--- config.mk ---
export PLATFORM = sky130hd
export DESIGN_NAME = owm_regs
export DESIGN_NICKNAME = d
export VERILOG_FILES = /design/src/hdl/owm_pkg.sv /design/src/hdl/owm_regs.sv
export SDC_FILE = /design/constraint.sdc
export NUM_CORES = 1
export LEC_CHECK = 0
export BUFFER_PORTS_ARGS = -buffer_cell sky130_fd_sc_hd__buf_2
export CAP_MARGIN = 10
export CORE_MARGIN = 2
export CORE_UTILIZATION = 54
export DETAILED_ROUTE_END_ITERATION = 7
export PLACE_DENSITY_LB_ADDON = 0.08
export REMOVE_ABC_BUFFERS = 1
export SLEW_MARGIN = 20
export SYNTH_ARGS = -nofsm -noshare
export SYNTH_HDL_FRONTEND = slang
export SYNTH_SLANG_ARGS = --single-unit
--- constraint.sdc ---
create_clock -name clk_i -period 2.1 [get_ports clk_i]
set_input_delay 0.21 -clock clk_i [delete_from_list [all_inputs] [get_ports clk_i]]
set_output_delay 0.21 -clock clk_i [all_outputs]
set_load 0.005 [all_outputs]
--- src/hdl/owm_pkg.sv ---
// Package of the omni wheel mixer: payload words, configuration record,
// the item that travels between the pipeline modules, and shared widths.
// No dependencies.
package owm_pkg;

  localparam int FracBitsDef = 16;
  localparam int CfgW        = 31;
  localparam int DataW       = 32;
  localparam int MagW        = 63;
  localparam int QuotW       = 32;
  localparam int NumLanes    = 4;
  localparam int AddrW       = 4;

  localparam logic [MagW-1:0] MagCap = MagW'(1) << (MagW - 1);

  typedef enum logic [1:0] {
    RegWheelGain = 2'd0,
    RegArmLen    = 2'd1,
    RegMaxSpeed  = 2'd2,
    RegFullPower = 2'd3
  } owm_reg_e;

  typedef struct packed {
    logic signed [DataW-1:0] linear_x;
    logic signed [DataW-1:0] linear_y;
    logic signed [DataW-1:0] angular_z;
    logic                    velocity_valid;
    logic signed [DataW-1:0] power_limit;
    logic                    power_valid;
  } owm_in_t;

  typedef struct packed {
    logic signed [DataW-1:0] wheel_speed_a;
    logic signed [DataW-1:0] wheel_speed_b;
    logic signed [DataW-1:0] wheel_speed_c;
    logic signed [DataW-1:0] wheel_speed_d;
  } owm_out_t;

  typedef struct packed {
    logic [CfgW-1:0] wheel_gain;
    logic [CfgW-1:0] arm_len;
    logic [CfgW-1:0] max_wheel_speed;
    logic [CfgW-1:0] full_speed_power;
  } owm_cfg_t;

  typedef struct packed {
    logic [NumLanes-1:0][MagW-1:0] mag;
    logic [NumLanes-1:0]           neg;
    logic [MagW-1:0]               largest;
    logic                          max_scale;
    logic                          pwr_zero;
    logic                          pwr_scale;
    logic [CfgW-1:0]               pw;
  } owm_item_t;

endpackage

--- src/hdl/owm_regs.sv ---
// Configuration registers of the omni wheel mixer behind an APB-style port.
// Depends on owm_pkg.
module owm_regs #(
  parameter int FRAC_BITS = owm_pkg::FracBitsDef
) (
  input  logic                        clk_i,
  input  logic                        rst_ni,
  input  logic                        psel,
  input  logic                        penable,
  input  logic                        pwrite,
  input  logic [owm_pkg::AddrW-1:0]   paddr,
  input  logic [owm_pkg::DataW-1:0]   pwdata,
  output logic [owm_pkg::DataW-1:0]   prdata,
  output logic                        pready,
  output owm_pkg::owm_cfg_t           cfg_o
);

  owm_pkg::owm_cfg_t cfg_q, cfg_d;
  logic              wr;

  assign wr     = psel && penable && pwrite;
  assign pready = 1'b1;
  assign cfg_o  = cfg_q;

  always_comb begin
    cfg_d = cfg_q;
    if (wr) begin
      unique case (owm_pkg::owm_reg_e'(paddr[owm_pkg::AddrW-1:2]))
        owm_pkg::RegWheelGain: cfg_d.wheel_gain       = pwdata[owm_pkg::CfgW-1:0];
        owm_pkg::RegArmLen:    cfg_d.arm_len          = pwdata[owm_pkg::CfgW-1:0];
        owm_pkg::RegMaxSpeed:  cfg_d.max_wheel_speed  = pwdata[owm_pkg::CfgW-1:0];
        owm_pkg::RegFullPower: cfg_d.full_speed_power = pwdata[owm_pkg::CfgW-1:0];
        default: cfg_d = cfg_q;
      endcase
    end
  end

  always_comb begin
    unique case (owm_pkg::owm_reg_e'(paddr[owm_pkg::AddrW-1:2]))
      owm_pkg::RegWheelGain: prdata = owm_pkg::DataW'(cfg_q.wheel_gain);
      owm_pkg::RegArmLen:    prdata = owm_pkg::DataW'(cfg_q.arm_len);
      owm_pkg::RegMaxSpeed:  prdata = owm_pkg::DataW'(cfg_q.max_wheel_speed);
      owm_pkg::RegFullPower: prdata = owm_pkg::DataW'(cfg_q.full_speed_power);
      default: prdata = '0;
    endcase
  end

  always_ff @(posedge clk_i or negedge rst_ni) begin
    if (!rst_ni) begin
      cfg_q.wheel_gain       <= owm_pkg::CfgW'(1) << FRAC_BITS;
      cfg_q.arm_len          <= '0;
      cfg_q.max_wheel_speed  <= '0;
      cfg_q.full_speed_power <= owm_pkg::CfgW'(1) << FRAC_BITS;
    end else begin
      cfg_q <= cfg_d;
    end
  end

endmodule

**Word-level counts from Yosys, hierarchy flattened**

Cells that the tools add are included.

- Equal/unequal tests: 3
- Multiplexer cells: 1
- Reductions and logical operators: 7

Operators by type and width:

| operator | number |
|---|---|
| case mux 32 bit (4 select lines) | 1 |
| AND reduction 2 bit | 4 |
| equality test 2 bit (second input constant) | 2 |
| equality test 2 x 1 -> 1 bit (second input constant) | 1 |
| logical AND 1 bit | 2 |
| zero test 2 bit | 1 |

- Register bits after elaboration: 124
- Bits of input ports: 41
- Output and inout bits: 157
- Word-level logic and storage cells: 15

**Depth between registers and ports, before layout**

- Depth in word-level cells: 3
- Depth in mapped cells: 6
- Depth with buffers taken out: 3

**Least setup slack after synthesis**

Ideal clock, no wire load.

- Path kind: input to register
- From: input paddr[3] (netlist name)
- To: register cfg_q, in the netlist cfg_o[62]
- Setup time: 0.125 ns
- Arrival: 1.280 ns
- Slack: 0.695 ns
- Cell stages on the path: 5
- Path through: buf_2 or3_1 buf_2 buf_6 mux2_4

- Word-level cells in the longest chain between the ends: 2

Ends and longest elaborated chain:

| what | RTL line | source |
|---|---|---|
| start, declared | owm_regs.sv:11 | `input logic [owm_pkg::AddrW-1:0] paddr,` |
| equality test 2 x 1 -> 1 bit | owm_regs.sv:28 | `unique case (owm_pkg::owm_reg_e'(paddr[owm_pkg::AddrW-1:2]))` |
| AND reduction 2 bit (no source line) | -- |  |
| end signal, assigned | owm_regs.sv:55 | `cfg_q <= cfg_d;` |
| end, declared | owm_regs.sv:18 | `owm_pkg::owm_cfg_t cfg_q, cfg_d;` |

Every way passes these cells.
A chain may end at the register's enable or synchronous reset.

**Final worst setup path**

- From: register cfg_q, in the netlist cfg_o[11]
- To: output prdata[11] (netlist name)

- Word-level cells in the longest chain between the ends: 1

Ends and longest elaborated chain:

| what | RTL line | source |
|---|---|---|
| case mux 32 bit (4 select lines) | owm_regs.sv:39 | `unique case (owm_pkg::owm_reg_e'(paddr[owm_pkg::AddrW-1:2]))` |
| end, declared | owm_regs.sv:13 | `output logic [owm_pkg::DataW-1:0] prdata,` |

Every way passes these cells. The select of a mux whose other input is x is not followed.

==> out/results.tsv <==
metric	value	unit
status	finished, final reports clean	
PwrDens	1110	nW/um^2
Mean Syn Cell Area	17.7	um^2
Crit Path Max Fanout	3	
Psw	0.00211	W
met1 usage	32.9	%
Fin Hold WS	0.230	ns
worst path required time	1.89	ns
unrepaired setup endpoints after global routing	false	
Place WS	0.267	ns
# resized after CTS	0	
First DRT Iteration DRCs	123	
# Post-CTS Setup Buffers	0	
final global-route overflow total	0	
clock latency on the worst-skew pair	0.52	ns
grt met3 use	8.11	%
Power Internal	0.00630	W
synthesis-to-layout area growth	37.6	%
clock power share	36.2	%
Final HPWL DP	8950	um
Max-Cap Viols	0	
CP arrival	1.55	ns
Unique masters post-synth	17	
global-route wire length before repair	21700	um
HP Class	input port to async pin	
remaining antenna violation count	0	
Reg2Reg Depth	1	
CTS Buffer Depth	2	
sequential fraction of design power	40.4	%
count of pins over their slew limit	0	
Leakage	3.77	nW
nets@finish	588	
CTS tree	built	
critical path's largest stage delay	0.49	ns
WL final	13400	um
Post-route DRC	0	
Starting Density	55.9	%
Yosys reg bits	124	
critical path's slowest cell	mux4_2	
GR Layer Usage met2	41.8	%
fin util	76.9	%
switching share of power	25.1	%
worst vdd ir	0.607	mV
clock root cell	clkbuf_8	
Seq/Total Area, Yosys	56.3	%
routed via count	3719	
share of post-route cells with drive strength above 1	71.3	%
IO Port Bufs	192	
Slew headroom	40.9	%
power share of the combinational group	23.3	%
clock tree sinks	124	
First-pass DRT Iterations	4	
Max H-tree Level	4	
Hold Vio Cnt, Final	0	
CTS buffer count	17	
min Tclk post-route	1.76	ns
gr busiest metal	met2	
gpl congestion	0.763	
period utilization	83.6	%
FP Rows	36	
type of origin of the critical path	flop	
hold_buf cts	32	
Top Ports	198	
CP Capture Type	primary output	
Setup Viol. Count Final	0	
number of diodes	0	
die width	105	um
Crit path buffers/inverters	1	
Mapped Area	5520	um^2
Stages on worst setup path	2	
Vias/cell	5.38	
final clock skew	0	ns
Worst Tran Pin Value	0.887	ns
CP top delay family	multiplexers	
chip height	105	um
initial antenna violation count	0	
Post-Syn Instances	312	
kind of critical path	flop to primary output	
GRT Resource Usage Total	25.7	%
largest net degree at the start of global routing	47	
final worst setup slack	0.345	ns
CORE AREA	9860	um^2
Largest register FFs	124	
die area	11000	um^2
vias in the first global route	3941	
CTS clk-pin slew, worst paths	0.06	ns
crit-path cells	mux4_2, buf_2	
Fmax	570	MHz
YS warnings	0	
WL per Instance	19.3	um
path summary, 6_finish.rpt:
kind / start / end / slack (ns)
max: cfg_o[11]$_DFFE_PN0P_ / prdata[11] / 0.34
min: rst_ni / cfg_o[63]$_DFFE_PN0P_ / 0.23
max reg2reg: cfg_o[29]$_DFFE_PN0P_ / cfg_o[29]$_DFFE_PN0P_ / 1.29
min reg2reg: cfg_o[123]$_DFFE_PN0P_ / cfg_o[123]$_DFFE_PN0P_ / 0.53
max in group asynchronous: rst_ni / cfg_o[36]$_DFFE_PN0P_ / 1.22
min in group clk_i: penable / cfg_o[113]$_DFFE_PN0P_ / 0.35
cell usage after synthesis:
cell type  instances  area, um^2
nor2_1             1        3.75
inv_2              1        3.75
mux2_2            94        1060
buf_6              6        67.6
mux2_4            30         450
mux4_2            31         698
nand3_1            1        5.00
buf_2             11        55.1
or3_1              1        6.26
clkbuf_1           4        15.0
dfrtp_1          122        3050
buf_4              3        22.5
conb_1             2        7.51
nand4_1            1        6.26
or2_1              1        6.26
dfstp_2            2        52.6
nor3_1             1        5.00
through the flow:
step | std cells | total power, W | instance area [um^2] | setup TNS, ns
final | 691 | 0.00841 | 7590 | 0
after detailed placement | 629 | 0.00536 | 6650 | 0
after global routing | 691 | 0.00882 | 7590 | 0
after CTS | 691 | 0.00848 | 7590 | 0
after global placement | 629 | 0.00527 | 6650 | 0
after floorplan | 288 | 0.00428 | 5360 | -29.65
cells in the final DEF (no fill, tap or decap):
cell type and count:
dfstp_2 2, clkbuf_8 6, dfrtp_1 122, nor3_2 1, buf_2 191, clkbuf_1 2, dlygate4sd3_1 32, nand3_1 1
or2_2 1, bufinv_16 4, nand4_1 1, conb_1 2, mux2_2 94, clkinv_2 1, buf_12 2, mux2_4 30
clkbuf_16 16, mux4_2 31, or3_2 1, buf_4 15, clkinvlp_4 1, nor2_4 1, inv_2 1
final cells by class:
class / instances / area, um^2
clock inverters: 6 / 133
repair buffers: 240 / 1430
fillers: 607 / 2280
multi-input cells: 163 / 2260
well taps: 133 / 166
clock buffers: 24 / 490
flip-flops and latches: 124 / 3110
inverters: 1 / 3.75
cell families after synthesis:
| logic type | after synthesis | synth area share, % |
|---|---|---|
| other cells | 2 | 0.136 |
| flops | 124 | 56.3 |
| mux | 155 | 40.0 |
| buf+inv | 25 | 2.97 |
| simple gates | 6 | 0.590 |
power by group through the flow:
stage | clock (W) | combinational (W) | sequential (W)
2_1_floorplan | 0 | 0.000892 | 0.00339
3_3_place_gp | 0 | 0.00188 | 0.00339
3_5_place_dp | 0 | 0.00193 | 0.00343
4_1_cts | 0.00310 | 0.00198 | 0.00340
5_1_grt | 0.00322 | 0.00213 | 0.00347
6_report | 0.00305 | 0.00196 | 0.00340
per-layer routing:
layer | up-vias | share of wire (%)
li1 | 1629 | -
met3 | 22 | 5.9
met1 | 1926 | 41
met4 | 0 | 1.8
met2 | 142 | 51
met5 | - | 0
(Power assumes the default switching activity.)
